## src/rtl/core/dpt_pkg.sv

```systemverilog
// Package for the delimiter/punctuation tokenizer: shared types, codes and
// the punctuation lookup. No dependencies.

package dpt_pkg;

   typedef enum logic [1:0] {
      KIND_WORD  = 2'd0,
      KIND_PUNCT = 2'd1,
      KIND_STOP  = 2'd2
   } kind_type;

   localparam logic [2:0] REG_DELIMITER_CHAR = 3'd0;
   localparam logic [2:0] REG_PUNCT_ENABLE   = 3'd1;
   localparam logic [2:0] REG_LIMIT_ENABLE   = 3'd2;
   localparam logic [2:0] REG_SPLIT_LIMIT    = 3'd3;
   localparam logic [2:0] REG_STOP_ENABLE    = 3'd4;
   localparam logic [2:0] REG_STOP_CHAR      = 3'd5;

   localparam logic [7:0] DELIMITER_RESET = 8'd32;

   localparam int QUEUE_DEPTH = 4;
   localparam int QPTR_W      = 2;
   localparam int QCNT_W      = 3;

   typedef struct packed {
      logic [7:0]  delimiter_char;
      logic        punct_enable;
      logic        limit_enable;
      logic [15:0] split_limit;
      logic        stop_enable;
      logic [7:0]  stop_char;
   } cfg_type;

   typedef struct packed {
      logic [15:0] token_start;
      logic [15:0] token_end;
      kind_type    token_kind;
      logic        last_in_run;
   } result_type;

   typedef struct packed {
      logic       push;
      logic [1:0] count;
      result_type first;
      result_type second;
   } batch_type;

   function automatic logic is_punct(input logic [7:0] c);
      logic hit;
      case (c) inside
         8'h2F, 8'h2A, 8'h26, 8'h23, 8'h21, 8'h2B, 8'h2D, 8'h3E, 8'h3C,
         8'h28, 8'h29, 8'h5B, 8'h5D, 8'h7B, 8'h7D, 8'h2C, 8'h2E, 8'h3D,
         8'h3B: hit = 1'b1;
         default: hit = 1'b0;
      endcase
      return hit;
   endfunction

endpackage

```

## src/rtl/core/dpt_csr.sv

```systemverilog
// Configuration registers of the tokenizer.
// Depends on dpt_pkg.

module dpt_csr (
   input  logic             clock,
   input  logic             reset,
   input  logic             wr_en,
   input  logic [2:0]       wr_index,
   input  logic [15:0]      wr_data,
   output dpt_pkg::cfg_type cfg
);

   dpt_pkg::cfg_type cfg_ff;
   dpt_pkg::cfg_type cfg_in;

   always_comb begin
      cfg_in = cfg_ff;
      if (wr_en) begin
         unique case (wr_index)
            dpt_pkg::REG_DELIMITER_CHAR: cfg_in.delimiter_char = wr_data[7:0];
            dpt_pkg::REG_PUNCT_ENABLE:   cfg_in.punct_enable   = wr_data[0];
            dpt_pkg::REG_LIMIT_ENABLE:   cfg_in.limit_enable   = wr_data[0];
            dpt_pkg::REG_SPLIT_LIMIT:    cfg_in.split_limit    = wr_data;
            dpt_pkg::REG_STOP_ENABLE:    cfg_in.stop_enable    = wr_data[0];
            dpt_pkg::REG_STOP_CHAR:      cfg_in.stop_char      = wr_data[7:0];
            default: cfg_in = cfg_ff;
         endcase
      end
   end

   always_ff @(posedge clock) begin
      if (reset) begin
         cfg_ff                <= '0;
         cfg_ff.delimiter_char <= dpt_pkg::DELIMITER_RESET;
      end else begin
         cfg_ff <= cfg_in;
      end
   end

   assign cfg = cfg_ff;

endmodule

```

## src/rtl/core/dpt_scan.sv

```systemverilog
// Scan state and token classification: one accepted byte yields up to two
// results per cycle. Depends on dpt_pkg.

module dpt_scan #(
   parameter logic [15:0] POS_CAP = 16'hFFFF
) (
   input  logic               clock,
   input  logic               reset,
   input  logic               accept,
   input  logic [7:0]         char_byte,
   input  logic               is_last,
   input  dpt_pkg::cfg_type   cfg,
   output dpt_pkg::batch_type batch
);

   logic [15:0] position_ff, position_in;
   logic [15:0] token_begin_ff, token_begin_in;
   logic [16:0] token_stop_ff, token_stop_in;
   logic [15:0] split_count_ff, split_count_in;
   logic        stopped_ff, stopped_in;

   logic [15:0] pos_next;
   logic [17:0] word_sum;
   logic [15:0] word_end;
   logic        has_word;
   logic        split_ok;
   dpt_pkg::result_type word_res;
   dpt_pkg::result_type punct_res;

   always_comb begin
      pos_next = (position_ff < POS_CAP) ? position_ff + 16'd1 : POS_CAP;
      word_sum = {2'b00, token_begin_ff} + {1'b0, token_stop_ff} - 18'd1;
      word_end = (word_sum > {2'b00, POS_CAP}) ? POS_CAP : word_sum[15:0];
      has_word = (token_stop_ff != 17'd0);
      split_ok = !cfg.limit_enable || (split_count_ff < cfg.split_limit);

      word_res  = '{token_start: token_begin_ff, token_end: word_end,
                    token_kind: dpt_pkg::KIND_WORD, last_in_run: 1'b1};
      punct_res = '{token_start: position_ff, token_end: position_ff,
                    token_kind: dpt_pkg::KIND_PUNCT, last_in_run: 1'b1};

      batch          = '0;
      batch.push     = accept;
      position_in    = position_ff;
      token_begin_in = token_begin_ff;
      token_stop_in  = token_stop_ff;
      split_count_in = split_count_ff;
      stopped_in     = stopped_ff;

      if (stopped_ff) begin
         batch.count = 2'd0;
      end else if (cfg.stop_enable && char_byte == cfg.stop_char) begin
         batch.count = 2'd1;
         batch.first = '{token_start: token_begin_ff, token_end: position_ff,
                         token_kind: dpt_pkg::KIND_STOP, last_in_run: 1'b1};
         stopped_in  = 1'b1;
      end else if (cfg.punct_enable && dpt_pkg::is_punct(char_byte)) begin
         if (has_word) begin
            batch.count             = 2'd2;
            batch.first             = word_res;
            batch.first.last_in_run = 1'b0;
            batch.second            = punct_res;
         end else begin
            batch.count = 2'd1;
            batch.first = punct_res;
         end
         token_begin_in = pos_next;
         token_stop_in  = 17'd0;
      end else if (char_byte == cfg.delimiter_char && split_ok) begin
         if (split_count_ff != 16'hFFFF) begin
            split_count_in = split_count_ff + 16'd1;
         end
         if (has_word) begin
            batch.count = 2'd1;
            batch.first = word_res;
         end
         token_begin_in = pos_next;
         token_stop_in  = 17'd0;
      end else if (is_last) begin
         batch.count = 2'd1;
         batch.first = '{token_start: token_begin_ff, token_end: position_ff,
                         token_kind: dpt_pkg::KIND_WORD, last_in_run: 1'b1};
      end else if (token_stop_ff != 17'h10000) begin
         token_stop_in = token_stop_ff + 17'd1;
      end

      if (is_last) begin
         position_in    = '0;
         token_begin_in = '0;
         token_stop_in  = '0;
         split_count_in = '0;
         stopped_in     = 1'b0;
      end else begin
         position_in = pos_next;
      end
   end

   always_ff @(posedge clock) begin
      if (reset) begin
         position_ff    <= '0;
         token_begin_ff <= '0;
         token_stop_ff  <= '0;
         split_count_ff <= '0;
         stopped_ff     <= 1'b0;
      end else if (accept) begin
         position_ff    <= position_in;
         token_begin_ff <= token_begin_in;
         token_stop_ff  <= token_stop_in;
         split_count_ff <= split_count_in;
         stopped_ff     <= stopped_in;
      end
   end

endmodule

```

## src/rtl/core/dpt_queue.sv

```systemverilog
// Result queue: takes zero, one or two results per cycle and hands out one when out_ready is high.
// Depends on dpt_pkg.

module dpt_queue (
   input  logic                clock,
   input  logic                reset,
   input  dpt_pkg::batch_type  batch,
   output logic                room,
   output logic                out_valid,
   input  logic                out_ready,
   output dpt_pkg::result_type out_data
);

   dpt_pkg::result_type queue_ff [dpt_pkg::QUEUE_DEPTH];

   logic [dpt_pkg::QPTR_W-1:0] wr_ptr_ff, wr_ptr_in;
   logic [dpt_pkg::QPTR_W-1:0] rd_ptr_ff, rd_ptr_in;
   logic [dpt_pkg::QCNT_W-1:0] count_ff, count_in;
   logic [dpt_pkg::QCNT_W-1:0] push_n;
   logic [dpt_pkg::QPTR_W-1:0] wr_ptr_next;
   logic                       pop;

   always_comb begin
      pop         = out_valid && out_ready;
      push_n      = batch.push ? dpt_pkg::QCNT_W'(batch.count) : '0;
      wr_ptr_next = wr_ptr_ff + dpt_pkg::QPTR_W'(1);
      wr_ptr_in   = wr_ptr_ff + push_n[dpt_pkg::QPTR_W-1:0];
      rd_ptr_in   = pop ? rd_ptr_ff + dpt_pkg::QPTR_W'(1) : rd_ptr_ff;
      count_in    = count_ff + push_n - dpt_pkg::QCNT_W'(pop);
   end

   always_ff @(posedge clock) begin
      if (reset) begin
         wr_ptr_ff <= '0;
         rd_ptr_ff <= '0;
         count_ff  <= '0;
      end else begin
         wr_ptr_ff <= wr_ptr_in;
         rd_ptr_ff <= rd_ptr_in;
         count_ff  <= count_in;
      end
   end

   always_ff @(posedge clock) begin
      if (push_n != '0) begin
         queue_ff[wr_ptr_ff] <= batch.first;
      end
      if (push_n == dpt_pkg::QCNT_W'(2)) begin
         queue_ff[wr_ptr_next] <= batch.second;
      end
   end

   assign room      = (count_ff <= dpt_pkg::QCNT_W'(dpt_pkg::QUEUE_DEPTH - 2));
   assign out_valid = (count_ff != '0);
   assign out_data  = queue_ff[rd_ptr_ff];

endmodule

```

## src/rtl/core/delimiter_punct_tokenizer_unit.sv

```systemverilog
// Top level of the delimiter/punctuation tokenizer.
// Depends on dpt_pkg, dpt_csr, dpt_scan and dpt_queue.
//
//   Channel   Direction  Handshake               Payload
//   req_      in         req_valid / req_ready   char_byte, is_last
//   rsp_      out        rsp_valid / rsp_ready   token_start, token_end, token_kind, last_in_run
//   csr_      in         csr_valid / csr_ready   index, wdata
//
// One byte is accepted per cycle while req_ready is high; its results are
// registered in the queue. A byte yields at most two results and the queue
// emits at most one per cycle, so a run of two-result bytes slows input to
// the output rate of the queue. req_ready drops while fewer than two queue
// slots are free, and during reset. Reset is synchronous.

module delimiter_punct_tokenizer_unit #(
   parameter longint unsigned MAX_LEN = 65536
) (
   input  logic        clock,
   input  logic        reset,
   input  logic        req_valid,
   output logic        req_ready,
   input  logic [7:0]  req_char_byte,
   input  logic        req_is_last,
   output logic        rsp_valid,
   input  logic        rsp_ready,
   output logic [15:0] rsp_token_start,
   output logic [15:0] rsp_token_end,
   output logic [1:0]  rsp_token_kind,
   output logic        rsp_last_in_run,
   input  logic        csr_valid,
   output logic        csr_ready,
   input  logic [2:0]  csr_index,
   input  logic [15:0] csr_wdata
);

   localparam logic [15:0] POS_CAP =
      (MAX_LEN - 64'd1 < 64'd65535) ? 16'(MAX_LEN - 64'd1) : 16'hFFFF;

   dpt_pkg::cfg_type    cfg;
   dpt_pkg::batch_type  batch;
   dpt_pkg::result_type head;
   logic                room;

   assign req_ready = room && !reset;
   assign csr_ready = !reset;

   dpt_csr u_csr (
      .clock    (clock),
      .reset    (reset),
      .wr_en    (csr_valid && csr_ready),
      .wr_index (csr_index),
      .wr_data  (csr_wdata),
      .cfg      (cfg)
   );

   dpt_scan #(
      .POS_CAP (POS_CAP)
   ) u_scan (
      .clock     (clock),
      .reset     (reset),
      .accept    (req_valid && req_ready),
      .char_byte (req_char_byte),
      .is_last   (req_is_last),
      .cfg       (cfg),
      .batch     (batch)
   );

   dpt_queue u_queue (
      .clock     (clock),
      .reset     (reset),
      .batch     (batch),
      .room      (room),
      .out_valid (rsp_valid),
      .out_ready (rsp_ready),
      .out_data  (head)
   );

   assign rsp_token_start = head.token_start;
   assign rsp_token_end   = head.token_end;
   assign rsp_token_kind  = head.token_kind;
   assign rsp_last_in_run = head.last_in_run;

endmodule

```

## config.mk

```make
export PLATFORM = sky130hd
export DESIGN_NAME = delimiter_punct_tokenizer_unit
export DESIGN_NICKNAME = d
export VERILOG_FILES = /design/src/rtl/core/dpt_pkg.sv /design/src/rtl/core/dpt_csr.sv /design/src/rtl/core/dpt_scan.sv /design/src/rtl/core/dpt_queue.sv /design/src/rtl/core/delimiter_punct_tokenizer_unit.sv
export SDC_FILE = /design/constraint.sdc
export NUM_CORES = 1
export LEC_CHECK = 0
export BUFFER_PORTS_ARGS = -buffer_cell sky130_fd_sc_hd__clkbuf_2
export CAP_MARGIN = 20
export CORE_MARGIN = 2
export CORE_UTILIZATION = 50
export DETAILED_ROUTE_END_ITERATION = 10
export PLACE_DENSITY = 0.76
export SETUP_SLACK_MARGIN = 0.4
export SYNTH_ARGS = -nofsm -noshare
export SYNTH_HDL_FRONTEND = slang
export SYNTH_SLANG_ARGS = --single-unit
```

## constraint.sdc

```tcl
create_clock -name clock -period 7.1 [get_ports clock]
set_input_delay 0.355 -clock clock [delete_from_list [all_inputs] [get_ports clock]]
set_output_delay 0.355 -clock clock [all_outputs]
set_load 0.01 [all_outputs]
```

==> key figures <==
GRT
  • Total Routing Usage GR: 25.3%
  • Largest net degree at the start of global routing: 78
  • Antenna violations before repair: 0
  • Vias in the first global route: 11400
  • Overflow after GRT: 0
  • First-pass GRT wire length: 61.4 mm

Placement
  • Pre-CTS setup slack: 2.53 ns
  • Number of buffers added on ports: 70
  • GPL Wtd Cong: 0.934
  • Dpl hpwl: 26.6 mm

Timing
  • Setup repair after global routing missed its margin: no
  • Final Critical Period: 4.53 ns
  • FMAX: 0.221 GHz
  • Setup ws final: 2.57 ns
  • Period Utilization, post-route: 63.7%
  • Final Skew: 0.0135 ns
  • Final-report max-slew violation count: 0
  • Finish-stage setup viols: 0
  • Worst Tran Pin Value: 1.15 ns
  • Slew headroom: 22.6%
  • Final hold violation count: 0
  • Setup TNS: 0 ns

Finish
  • Filler Cells Inserted: 2345
  • Antenna Cells: 0
  • Syn-to-layout area delta: 11.3%
  • Layout cells sized above 1: 14.9%
  • Nets: 1569

Synthesis
  • Gate count of the mapped netlist: 1450
  • Most frequent cell after synthesis: edfxtp_1
  • Area contributors post-synth: edfxtp_1 29%, dfxtp_1 16%, mux4_2 5.5%, ha_1 4.8%, o22ai_1 4.5%
  • Yosys reg bits: 250
  • Yosys top cell by area: edfxtp_1
  • Most frequent cells after synthesis: 136 x edfxtp_1, 135 x nand2_1, 114 x dfxtp_1
  • Async set-or-reset flop fraction in the synthesized netlist: 0%
  • Post-synthesis sequential area ratio: 44.8%
  • Synthesized Nets: 1540
  • Post-Synthesis Cell Area: 14200 µm²
  • EDFF count, synth: 136
  • Synth cell types: 78
  • Share of the synthesized area in the top cell type: 28.7%
  • Yosys Warn Count: 0
  • Syn Area/Cell: 9.81 µm²
  • Prevailing post-synth register cell: edfxtp_1

Power
  • Int Power: 2.75 mW
  • Clk network pwr share: 41.3%
  • Pwr Density: 236 nW/µm²
  • Sw frac: 26.4%
  • Maximum vdd ir drop: 0.000159 V
  • Flop pwr share: 42.0%
  • Switch Pwr: 0.984 mW
  • Comb pwr share: 16.7%
  • Lkg Pwr: 5.54 nW

Floorplan
  • I/O pin count: 71
  • Die area: 29800 µm²
  • Total core area: 27900 µm²
  • Initial Util: 51.0%
  • Die Span Y: 173 µm
  • Row count: 61
  • Chip width: 173 µm

Detailed routing
  • Routed WL: 38.8 mm
  • DR WL/cell: 20.7 µm
  • Drt first pass iters: 5
  • Iteration-0 DRC Markers: 1519
  • DRC: 0
  • Final ANT Viol Nets: 0
  • Via density: 6.31
  • Vias post-DR: 11900

Min path
  • Min-Delay Path Class: input port to flop

Clock tree
  • Clk slew on worst S/H paths: 0.06 ns
  • Clk_lat worst skew: 0.54 ns
  • H-Tree Depth: 1
  • CTS root buf: clkbuf_16
  • TritonCTS Buffers: 28
  • Post-CTS Resized: 0
  • TritonCTS clock tree: done
  • CTS max path bufs: 3
  • Buffer count from post-CTS setup fixing: 0
  • CTS sink cnt: 250
  • Cts hold-fix bufs: 0

Critical path
  • Crit path launch type: flop
  • Arr. time, crit path: 4.74 ns
  • CP max-delay cell: and2_1
  • CP Capture Type: flop
  • WP buf/inv: 2
  • Crit path max-delay family: simple AND/OR/NAND/NOR gates
  • Worst EP required: 7.31 ns
  • Max incr delay on CP: 0.96 ns
  • Worst Path Max Fanout: 34
  • Worst path cell trace: a211oi_1 > and2_1 > nand2b_1 > nor3_2 > nand2_1 > buf_4 > nand2_1 > buf_4
  • WS Path Type: flop to flop

Flow run
  • Total of max-cap violations: 0

Run status
  • Status: completed
[stage by stage]
| step | cells | power (mW) | utilization [%] | hold WS [ns] | instance area, µm² |
|---|---|---|---|---|---|
| after global placement | 1827 | 2.21 | 53.3 | 0.443 | 14800 |
| after global routing | 1879 | 3.87 | 56.8 | 0.0363 | 15800 |
| after detailed placement | 1827 | 2.22 | 53.3 | 0.448 | 14800 |
| after floorplan | 1450 | 2.04 | - | 0.433 | 14200 |
| after CTS | 1879 | 3.75 | 56.8 | 0.0176 | 15800 |
| final | 1879 | 3.73 | 56.8 | 0.0371 | 15800 |
[registers in the layout, summed over array words and instances (netlist names), named ones only]
signal                 count
u_scan.stopped_ff          1
u_queue.count_ff           3
u_csr.cfg                 35
u_scan.position_ff        16
u_queue.rd_ptr_ff          2
u_queue.wr_ptr_ff          2
u_scan.split_count_ff     16
u_scan.token_stop_ff      17
u_scan.token_begin_ff     16
u_queue.queue_ff         140
[power groups by stage]
stage / Combinational [mW] / Sequential [mW] / Clock, mW
4_1_cts: 0.628 / 1.57 / 1.56
3_5_place_dp: 0.624 / 1.60 / 0
2_1_floorplan: 0.450 / 1.59 / 0
5_1_grt: 0.679 / 1.57 / 1.62
3_3_place_gp: 0.617 / 1.60 / 0
6_report: 0.623 / 1.57 / 1.54
[placed cells by master, fill, tap and decap left out, types with 18 or more instances in the layout]
| cell | Yosys | final |
|---|---|---|
| a21oi_1 | 90 | 90 |
| buf_4 | 3 | 20 |
| clkbuf_16 | 0 | 29 |
| clkbuf_2 | 0 | 70 |
| dfxtp_1 | 114 | 113 |
| edfxtp_1 | 136 | 136 |
| ha_1 | 55 | 55 |
| inv_1 | 102 | 102 |
| mux2i_1 | 28 | 28 |
| mux4_2 | 35 | 35 |
| nand2_1 | 135 | 135 |
| nand3_1 | 38 | 38 |
| nor2_1 | 111 | 111 |
| o21ai_0 | 52 | 52 |
| o22ai_1 | 102 | 102 |
| xnor2_1 | 47 | 47 |
| xor2_1 | 18 | 18 |
[metal layers]
metal / routed length [µm] / vias to the layer above / global-route usage, % / share of wire, %
met4: 1180 / 0 / 8.51 / 3.0
met2: 18300 / 653 / 41.6 / 47
met1: 15400 / 5624 / 33.0 / 40
li1: - / 5478 / - / -
met3: 3980 / 101 / 6.00 / 10
met5: 0 / - / 0 / 0
[cells by family after synthesis]
group                      synth area share (%)
xor gates and xnor gates                   4.00
adders and majority gates                  5.20
DFF                                        44.8
buffers and inverters                      5.28
AOI/OAI and AO/OA                          19.6
and+or+nand+nor                            13.6
muxes                                      7.51
[final timing paths]
path | cells past startpoint | endpoint | from | slack, ns
worst max-delay path | 8 | u_queue.queue_ff[1][4]$_DFFE_PP_ | u_queue.count_ff[0]$_SDFF_PP0_ | 2.57
worst min register to register | 2 | u_csr.cfg[18]$_SDFFE_PP0P_ | u_csr.cfg[18]$_SDFFE_PP0P_ | 0.45
worst max register to register | 8 | u_queue.queue_ff[1][4]$_DFFE_PP_ | u_queue.count_ff[0]$_SDFF_PP0_ | 2.57
worst min-delay path | 3 | u_csr.cfg[18]$_SDFFE_PP0P_ | csr_wdata[9] | 0.04
[final cells by class]
| type | count | area [µm²] | area share [%] |
|---|---|---|---|
| clock buffer | 34 | 785 | 4.96 |
| clock inverter | 18 | 209 | 1.32 |
| inverter | 102 | 383 | 2.42 |
| multi-input combinational | 1007 | 7110 | 44.9 |
| sequential | 250 | 6370 | 40.2 |
| tap | 378 | 473 | 2.99 |
| timing repair buffer | 90 | 500 | 3.16 |
[worst register-to-register path: stages (launching register included)]
cell	delay, ns
dfxtp_1	0.32
a211oi_1	0.48
and2_1	0.96
nand2b_1	0.46
nor3_2	0.45
nand2_1	0.11
buf_4	0.29
nand2_1	0.67
buf_4	0.44
Note: power is estimated with default switching activity, not from simulation.
